<file path="config.mk">
export PLATFORM = sky130hd
export DESIGN_NAME = escaped_frame_receiver_crc16
export DESIGN_NICKNAME = d
export VERILOG_FILES = /design/src/fre_pkg.sv /design/src/fre_front.sv /design/src/fre_queue.sv /design/src/fre_back.sv /design/src/escaped_frame_receiver_crc16.sv
export SDC_FILE = /design/constraint.sdc
export NUM_CORES = 1
export LEC_CHECK = 0
export ABC_AREA = 0
export BUFFER_PORTS_ARGS = -buffer_cell sky130_fd_sc_hd__buf_2
export CORE_MARGIN = 3
export CORE_UTILIZATION = 25
export CTS_CLUSTER_DIAMETER = 40
export DETAILED_ROUTE_END_ITERATION = 6
export HOLD_SLACK_MARGIN = 0.08
export PLACE_DENSITY_LB_ADDON = 0.1
export SETUP_SLACK_MARGIN = 0.02
export SYNTH_ARGS = -nofsm -noshare
export SYNTH_HDL_FRONTEND = slang
export SYNTH_SLANG_ARGS = --single-unit
</file>
<file path="constraint.sdc">
create_clock -name aclk -period 8.35 [get_ports aclk]
set_input_delay 0.835 -clock aclk [delete_from_list [all_inputs] [get_ports aclk]]
set_output_delay 0.835 -clock aclk [all_outputs]
set_load 0.05 [all_outputs]
</file>
<file path="src/fre_pkg.sv">
// shared constants and types for the escaped frame receiver
package fre_pkg;

    localparam int BUFFER_BYTES_DEFAULT = 64;
    localparam int Q_DEPTH = 2;
    localparam int PLEN_W = 6;

    localparam logic [7:0] START_BYTE = 8'hFD;
    localparam logic [7:0] ESC_BYTE = 8'hFC;
    localparam logic [7:0] ESC_MARK = 8'h80;
    localparam logic [15:0] CRC_POLY = 16'h1002;
    localparam logic [15:0] CRC_INIT = 16'hFFFF;

    typedef enum logic [1:0] {
        KIND_OK      = 2'd0,
        KIND_CRC_ERR = 2'd1,
        KIND_LEN_ERR = 2'd2
    } kind_t;

    // one finished frame, handed from the front to the back
    typedef struct packed {
        kind_t              kind;
        logic [31:0]        target;
        logic [31:0]        sender;
        logic [7:0]         control;
        logic [PLEN_W-1:0]  plen;
    } job_t;

endpackage

</file>
<file path="src/fre_front.sv">
// byte front end: unescaping, header parsing, crc and payload writes
module fre_front import fre_pkg::*; #(
    parameter int BUFFER_BYTES = BUFFER_BYTES_DEFAULT,
    parameter int AW = (BUFFER_BYTES > 1) ? $clog2(BUFFER_BYTES) : 1
) (
    input  logic          aclk,
    input  logic          aresetn,
    input  logic          s_tvalid,
    output logic          s_tready,
    input  logic [7:0]    s_tdata,
    input  logic          q_full,
    output logic          push,
    output job_t          push_job,
    input  logic          done,
    output logic          wr_en,
    output logic [AW-1:0] wr_addr,
    output logic [7:0]    wr_data
);

    localparam int LEN_LIMIT = (BUFFER_BYTES < 64) ? BUFFER_BYTES : 64;
    localparam int LEN_W = 7;
    localparam logic [3:0] POS_PAYLOAD = 4'd15;

    function automatic logic [15:0] crc_byte(input logic [15:0] c_in, input logic [7:0] b);
        logic [15:0] c;
        logic        top;
        c = c_in;
        for (int i = 0; i < 8; i++) begin
            top = c[15];
            c = {c[14:0], b[7-i]};
            if (top) begin
                c = c ^ CRC_POLY;
            end
        end
        return c;
    endfunction

    localparam logic [15:0] CRC_START = crc_byte(CRC_INIT, START_BYTE);

    logic             in_frame_reg, in_frame_next;
    logic             esc_reg, esc_next;
    logic [3:0]       hp_reg, hp_next;
    logic             busy_reg, busy_next;
    logic [31:0]      target_reg, target_next;
    logic [31:0]      sender_reg, sender_next;
    logic [7:0]       control_reg, control_next;
    logic [LEN_W-1:0] len_reg, len_next;
    logic [LEN_W-1:0] count_reg, count_next;
    logic [15:0]      crc_reg, crc_next;

    logic             accept;
    logic [7:0]       bb;
    logic [15:0]      crc_step;
    logic [LEN_W-1:0] count_inc;

    assign s_tready  = !busy_reg && !q_full;
    assign accept    = s_tvalid && s_tready;
    assign bb        = esc_reg ? (s_tdata | ESC_MARK) : s_tdata;
    assign crc_step  = crc_byte(crc_reg, bb);
    assign count_inc = count_reg + LEN_W'(1);
    assign wr_addr   = AW'(count_reg);
    assign wr_data   = bb;

    always_comb begin
        in_frame_next = in_frame_reg;
        esc_next      = esc_reg;
        hp_next       = hp_reg;
        busy_next     = busy_reg;
        target_next   = target_reg;
        sender_next   = sender_reg;
        control_next  = control_reg;
        len_next      = len_reg;
        count_next    = count_reg;
        crc_next      = crc_reg;
        push          = 1'b0;
        wr_en         = 1'b0;
        push_job.kind    = KIND_OK;
        push_job.target  = target_reg;
        push_job.sender  = sender_reg;
        push_job.control = control_reg;
        push_job.plen    = '0;
        if (accept) begin
            if (s_tdata == ESC_BYTE && !esc_reg) begin
                esc_next = 1'b1;
            end else if (s_tdata == START_BYTE) begin
                in_frame_next = 1'b1;
                esc_next      = 1'b0;
                hp_next       = '0;
                target_next   = '0;
                sender_next   = '0;
                control_next  = '0;
                len_next      = '0;
                count_next    = '0;
                crc_next      = CRC_START;
            end else if (in_frame_reg) begin
                esc_next = 1'b0;
                crc_next = crc_step;
                if (hp_reg < 4'd4) begin
                    target_next = {target_reg[23:0], bb};
                    hp_next     = hp_reg + 4'd1;
                end else if (hp_reg == 4'd4) begin
                    control_next = bb;
                    hp_next      = hp_reg + 4'd1;
                end else if (control_reg[3] && hp_reg < 4'd9) begin
                    sender_next = {sender_reg[23:0], bb};
                    hp_next     = hp_reg + 4'd1;
                end else if (hp_reg != POS_PAYLOAD) begin
                    hp_next  = POS_PAYLOAD;
                    len_next = bb[LEN_W-1:0];
                    if (bb < 8'd2 || bb > 8'(LEN_LIMIT)) begin
                        in_frame_next = 1'b0;
                        push          = 1'b1;
                        push_job.kind = KIND_LEN_ERR;
                    end
                end else begin
                    wr_en      = 1'b1;
                    count_next = count_inc;
                    if (count_inc >= len_reg) begin
                        in_frame_next = 1'b0;
                        push          = 1'b1;
                        push_job.plen = PLEN_W'(len_reg - LEN_W'(2));
                        if (crc_step != 16'd0) begin
                            push_job.kind = KIND_CRC_ERR;
                        end else if (len_reg != LEN_W'(2)) begin
                            busy_next = 1'b1;
                        end
                    end
                end
            end
        end
        if (done) begin
            busy_next = 1'b0;
        end
    end

    always_ff @(posedge aclk) begin
        if (!aresetn) begin
            in_frame_reg <= 1'b0;
            esc_reg      <= 1'b0;
            hp_reg       <= '0;
            busy_reg     <= 1'b0;
        end else begin
            in_frame_reg <= in_frame_next;
            esc_reg      <= esc_next;
            hp_reg       <= hp_next;
            busy_reg     <= busy_next;
        end
        target_reg  <= target_next;
        sender_reg  <= sender_next;
        control_reg <= control_next;
        len_reg     <= len_next;
        count_reg   <= count_next;
        crc_reg     <= crc_next;
    end

    a_push_room: assert property (@(posedge aclk) disable iff (!aresetn)
        push |-> !q_full)
        else $error("frame pushed into a full queue");

    a_done_busy: assert property (@(posedge aclk) disable iff (!aresetn)
        done |-> busy_reg)
        else $error("buffer release without an outstanding frame");

endmodule

</file>
<file path="src/fre_queue.sv">
// short queue of finished frame descriptors between front and back
module fre_queue import fre_pkg::*; (
    input  logic aclk,
    input  logic aresetn,
    input  logic push,
    input  job_t push_job,
    input  logic pop,
    output job_t head,
    output logic full,
    output logic empty
);

    localparam int QPW = (Q_DEPTH > 1) ? $clog2(Q_DEPTH) : 1;

    job_t           entries [Q_DEPTH];
    logic [QPW-1:0] wr_ptr_reg, rd_ptr_reg;
    logic [QPW:0]   count_reg;
    logic           do_push, do_pop;

    assign full    = count_reg == (QPW+1)'(Q_DEPTH);
    assign empty   = count_reg == '0;
    assign do_push = push && !full;
    assign do_pop  = pop && !empty;
    assign head    = entries[rd_ptr_reg];

    always_ff @(posedge aclk) begin
        if (!aresetn) begin
            wr_ptr_reg <= '0;
            rd_ptr_reg <= '0;
            count_reg  <= '0;
        end else begin
            if (do_push) begin
                wr_ptr_reg <= (wr_ptr_reg == QPW'(Q_DEPTH - 1)) ? '0 : wr_ptr_reg + QPW'(1);
            end
            if (do_pop) begin
                rd_ptr_reg <= (rd_ptr_reg == QPW'(Q_DEPTH - 1)) ? '0 : rd_ptr_reg + QPW'(1);
            end
            if (do_push && !do_pop) begin
                count_reg <= count_reg + (QPW+1)'(1);
            end else if (do_pop && !do_push) begin
                count_reg <= count_reg - (QPW+1)'(1);
            end
        end
        if (do_push) begin
            entries[wr_ptr_reg] <= push_job;
        end
    end

endmodule

</file>
<file path="src/fre_back.sv">
// back end: payload buffer and result sequencer
module fre_back import fre_pkg::*; #(
    parameter int BUFFER_BYTES = BUFFER_BYTES_DEFAULT,
    parameter int AW = (BUFFER_BYTES > 1) ? $clog2(BUFFER_BYTES) : 1
) (
    input  logic          aclk,
    input  logic          aresetn,
    input  logic          q_empty,
    output logic          pop,
    input  job_t          head,
    output logic          done,
    input  logic          wr_en,
    input  logic [AW-1:0] wr_addr,
    input  logic [7:0]    wr_data,
    output logic          m_tvalid,
    input  logic          m_tready,
    output logic [95:0]   m_tdata,
    output logic [1:0]    m_tuser,
    output logic          m_tlast
);

    typedef enum logic [1:0] {
        ST_IDLE,
        ST_FETCH,
        ST_SEND
    } state_t;

    logic [7:0]        mem [BUFFER_BYTES];
    logic [7:0]        rd_data_reg;
    state_t            state_reg;
    job_t              job_reg;
    logic [PLEN_W-1:0] idx_reg;
    logic              m_tvalid_reg;
    job_t              out_job_reg;
    logic [7:0]        out_data_reg;
    logic [PLEN_W-1:0] out_idx_reg;
    logic              out_last_reg;

    logic simple, head_simple, last_now, out_free, out_load;

    assign simple      = (job_reg.kind != KIND_OK) || (job_reg.plen == '0);
    assign head_simple = (head.kind != KIND_OK) || (head.plen == '0);
    assign last_now    = simple || (PLEN_W'(idx_reg + PLEN_W'(1)) == job_reg.plen);
    assign out_free    = !m_tvalid_reg || m_tready;
    assign out_load    = (state_reg == ST_SEND) && out_free;
    assign pop         = (state_reg == ST_IDLE) && !q_empty;
    assign done        = (state_reg == ST_SEND) && out_free && last_now && !simple;

    always_ff @(posedge aclk) begin
        if (wr_en) begin
            mem[wr_addr] <= wr_data;
        end
        if (state_reg == ST_FETCH) begin
            rd_data_reg <= mem[AW'(idx_reg)];
        end
    end

    always_ff @(posedge aclk) begin
        if (!aresetn) begin
            state_reg    <= ST_IDLE;
            m_tvalid_reg <= 1'b0;
        end else begin
            if (out_load) begin
                m_tvalid_reg <= 1'b1;
            end else if (m_tready) begin
                m_tvalid_reg <= 1'b0;
            end
            unique case (state_reg)
                ST_IDLE: begin
                    if (!q_empty) begin
                        job_reg   <= head;
                        idx_reg   <= '0;
                        state_reg <= head_simple ? ST_SEND : ST_FETCH;
                    end
                end
                ST_FETCH: begin
                    state_reg <= ST_SEND;
                end
                ST_SEND: begin
                    if (out_free) begin
                        out_job_reg  <= job_reg;
                        out_data_reg <= simple ? 8'd0 : rd_data_reg;
                        out_idx_reg  <= simple ? '0 : idx_reg;
                        out_last_reg <= last_now;
                        if (last_now) begin
                            state_reg <= ST_IDLE;
                        end else begin
                            idx_reg   <= idx_reg + PLEN_W'(1);
                            state_reg <= ST_FETCH;
                        end
                    end
                end
                default: begin
                    state_reg <= ST_IDLE;
                end
            endcase
        end
    end

    assign m_tvalid = m_tvalid_reg;
    assign m_tuser  = out_job_reg.kind;
    assign m_tlast  = out_last_reg;
    assign m_tdata  = {4'd0, out_idx_reg, out_data_reg, out_job_reg.plen,
                       out_job_reg.control, out_job_reg.sender, out_job_reg.target};

    a_fetch_payload: assert property (@(posedge aclk) disable iff (!aresetn)
        (state_reg == ST_FETCH) |-> !simple)
        else $error("buffer read for a frame without payload");

    a_idx_range: assert property (@(posedge aclk) disable iff (!aresetn)
        (state_reg != ST_IDLE && !simple) |-> (idx_reg < job_reg.plen))
        else $error("payload index beyond frame length");

    a_done_idle: assert property (@(posedge aclk) disable iff (!aresetn)
        done |=> (state_reg == ST_IDLE))
        else $error("sequencer not idle after final payload transfer");

endmodule

</file>
<file path="src/escaped_frame_receiver_crc16.sv">
// top level: escaped byte frame receiver with crc-16 check
// input: one byte per cycle while the queue has room and no payload frame is being emitted
// a result passes the queue, the sequencer job register and the output register
// each payload result takes a buffer read, then an output register load
// input stalls from a payload frame's final byte until its last result is registered
// reset: synchronous active low, clears control state; the payload buffer is not cleared
module escaped_frame_receiver_crc16 import fre_pkg::*; #(
    parameter int BUFFER_BYTES = BUFFER_BYTES_DEFAULT
) (
    input  logic        aclk,
    input  logic        aresetn,
    input  logic        s_tvalid,
    output logic        s_tready,
    input  logic [7:0]  s_tdata,   // rx_byte
    output logic        m_tvalid,
    input  logic        m_tready,
    // dest_address, sender_address, control_byte, payload_length, data_byte, byte_index
    output logic [95:0] m_tdata,
    output logic [1:0]  m_tuser,   // kind
    output logic        m_tlast
);

    localparam int AW = (BUFFER_BYTES > 1) ? $clog2(BUFFER_BYTES) : 1;

    logic          push, pop, q_full, q_empty, done, wr_en;
    job_t          push_job, head;
    logic [AW-1:0] wr_addr;
    logic [7:0]    wr_data;

    fre_front #(
        .BUFFER_BYTES(BUFFER_BYTES),
        .AW(AW)
    ) u_front (
        .aclk(aclk),
        .aresetn(aresetn),
        .s_tvalid(s_tvalid),
        .s_tready(s_tready),
        .s_tdata(s_tdata),
        .q_full(q_full),
        .push(push),
        .push_job(push_job),
        .done(done),
        .wr_en(wr_en),
        .wr_addr(wr_addr),
        .wr_data(wr_data)
    );

    fre_queue u_queue (
        .aclk(aclk),
        .aresetn(aresetn),
        .push(push),
        .push_job(push_job),
        .pop(pop),
        .head(head),
        .full(q_full),
        .empty(q_empty)
    );

    fre_back #(
        .BUFFER_BYTES(BUFFER_BYTES),
        .AW(AW)
    ) u_back (
        .aclk(aclk),
        .aresetn(aresetn),
        .q_empty(q_empty),
        .pop(pop),
        .head(head),
        .done(done),
        .wr_en(wr_en),
        .wr_addr(wr_addr),
        .wr_data(wr_data),
        .m_tvalid(m_tvalid),
        .m_tready(m_tready),
        .m_tdata(m_tdata),
        .m_tuser(m_tuser),
        .m_tlast(m_tlast)
    );

endmodule
</file>
==> run metrics <==
status=completed; CP Cell Sequence=ha_1, nand3_1, nor2_1, xor2_1, ha_1, and3_1, a311oi_1, a21bo_2, a21oi_4, nor2b_4, buf_4; DR WL met3=approximately 4100 microns; FF/Latch Area=approximately 30,000 sq um; post-synthesis sequential area ratio=about four fifths; final clock skew=49.9 ps; Pwr Total=13.7 mW; post-DR wirelength/cell=22.0 microns; Post-CTS Resized=0; Synth area leader=edfxtp_1; area of the multi-input gates=around 7300 sq um; Max Used Layer=met4; final WL=slightly above 90,000 microns; post-CTS setup buffers=0; H-tree depth=4; final antenna-violating net count=0; Die Area=between 150,000 and 200,000 sq um; final setup fails=0; number of port buffers=108; Async S/R FF share, synth=0%; endpoints failing hold=0; Unique masters post-synth=64; clk buf depth=3; class of the most critical hold timing path=reg -> reg; post-synth top area share=between 70% and 80%; Area Overhead vs Synth=22.7%; internal power=about 10 mW; Post-synth EDFFs=slightly below 1,000; Data required, critical path=8710 ps; RSZ-0062 raised after global routing=no; TNS Setup=0 ps; Initial Utilization=~25%; Rows=140; Synth area leaders=edfxtp_1, mux4_2, mux2i_1; CTS clk-pin slew, worst paths=~50 ps; max reg flops=512; total CTS buffers=162; post-synthesis register bit count=978; critical path endpoint category=register; Critical Path Most Common Cell=ha_1; vias in the first global route=~19,000; via-per-instance ratio=about 4.3; max_cap viols=0; fin crit share=between 40% and 50%; first-pass GRT wire length=135,000 microns; die height=390 microns; post-layout min period=~4100 ps; Cell Area, Synth=36,900 sq um; hold_buf cts=0; most frequent cells in the layout=edfxtp_1, clkbuf_16, nor2_1; wire length on met2=between 40,000 and 50,000 microns; number of remaining DRC errors=0; Remaining Overflow, GRT=0; Critical Path AT=between 4000 and 5000 ps; final net count=~2,200; Crit Path Class=reg -> reg; peak supply drop=roughly 180 uV; worst hold margin=401 ps; antenna violations before repair=4; routability cong.=0.733; Psw=3.42 mW; Synth Warn #=0; Crit-path slowest cell=buf_4; Root Buffer=clkbuf_16; fmax=~240 MHz; Switching Share=between 20% and 30%; Mapped Cells=~1,900; Final Util=between 30 and 40%; ratio of cells with drive above 1 in the final layout=roughly a quarter; power share of the clock group=48.6%; LEAKAGE=roughly 15 nW; CTS Sinks=978; Slew @ Worst Pin=between 1000 and 1500 ps; Worst setup SP type=register; chip width=approximately 400 microns; I/O pin count=~110; Initial DRC Count=1,088; hpwl dp=between 50,000 and 60,000 microns; largest net degree at the start of global routing=115; total number of vias=between 15,000 and 20,000; worst-path fanout max=59; GRT Overall Usage=12.2%; Power Dens Cells=a little over 300 nW/um^2; filler cell count=about 14,000; total core area=~150,000 sq um; CTS tree=done; post-synthesis average cell area=about 19 sq um; M1 WL=~42,000 microns; final-report max-slew violation count=0; Pre-antenna DRT Iters=5; Worst-Skew Late Latency=~760 ps; most common cell after layout, fill and taps aside=edfxtp_1; Slew HR=between 30% and 40%; Synth Flop Type=edfxtp_1; combinational fraction of design power=between 9 and 10%; sequential power share=about two fifths; crit-path max cell delay=about 800 ps
-- synthesized netlist by cell type (4+ instances only) --
master and count:
a21oi_1 38, a221oi_1 8, a22o_1 7, a22oi_1 33, a311oi_1 9, and2_1 30, and3_1 5, buf_1 10
buf_2 20, buf_4 13, clkbuf_1 43, dfxtp_1 15, edfxtp_1 963, ha_1 14, inv_1 17, mux2_2 87
mux2i_1 107, mux4_2 80, nand2_1 69, nand2b_1 6, nand3_1 27, nand3b_1 4, nor2_1 110, nor2b_1 71
nor3_1 20, o21ai_0 30, o22ai_1 10, or2_2 6, xnor2_1 13, xor2_1 19
-- critical path, delay by kind of cell, from the launching register on --
| family | cells | cell delay (ps) |
|---|---|---|
| AND/OR/NAND/NOR | 4 | 1030 |
| AO/OA/AOI/OAI | 3 | 600 |
| XOR/XNOR | 1 | 150 |
| flip-flops | 1 | 510 |
| adder cells (fa/ha/maj) | 2 | 580 |
| buffers and inverters | 1 | 800 |
-- per-stage QoR --
step	std cells	setup WS [ps]	instance area (sq um)
6_report	4203	4220	45300
3_5_place_dp	3901	3790	39800
4_1_cts	4200	4110	45300
2_1_floorplan	1931	2210	36900
5_1_grt	4200	3840	45300
3_3_place_gp	3901	3800	39800
-- power groups by stage --
| stage | Clock [mW] | Sequential (mW) | Combinational (mW) |
|---|---|---|---|
| after CTS | 6.84 | 5.69 | 1.39 |
| after floorplan | 0 | 5.96 | 0.737 |
| final | 6.64 | 5.69 | 1.35 |
| after detailed placement | 0 | 5.79 | 1.39 |
| after global routing | 7.07 | 5.70 | 1.45 |
| after global placement | 0 | 5.79 | 1.39 |
-- metal layers --
layer	track usage, %	up-vias
li1	-	8100
met1	16.3	9179
met2	19.7	424
met3	2.93	164
met4	3.81	0
met5	0	-
-- cell families after synthesis --
group | count (synthesis) | share of synthesized area [%]
flops | 978 | 79.1
simple gates | 367 | 4.96
mux | 274 | 10.4
compound gates | 156 | 2.90
buf+inv | 105 | 1.30
xor+xnor | 33 | 0.820
fa+ha+maj | 14 | 0.474
other cells | 1 | 0.0102
-- final cells by class --
cell class,count,share of cell area (%)
sequential,978,64.5
timing repair buffer,141,1.77
antenna,3,0.0166
clock inverter,114,2.93
clock buffer,185,9.27
inverter,17,0.144
tap,1917,5.29
multi-input combinational,848,16.1
-- path summary, 6_finish.rpt --
path                                                         start                                to  slack [ps]  cells past startpoint
worst max-delay path            u_front.count_reg[0]$_SDFFCE_PP0P_  u_queue.entries[0][55]$_DFFE_PP_        4220                     11
worst min-delay path                  u_back.job_reg[63]$_DFFE_PP_      u_back.m_tdata[17]$_DFFE_PP_         400                      0
worst max register to register  u_front.count_reg[0]$_SDFFCE_PP0P_  u_queue.entries[0][55]$_DFFE_PP_        4220                     11
worst min register to register        u_back.job_reg[63]$_DFFE_PP_      u_back.m_tdata[17]$_DFFE_PP_         400                      0
No activity file was read; power rests on OpenSTA's default activity.
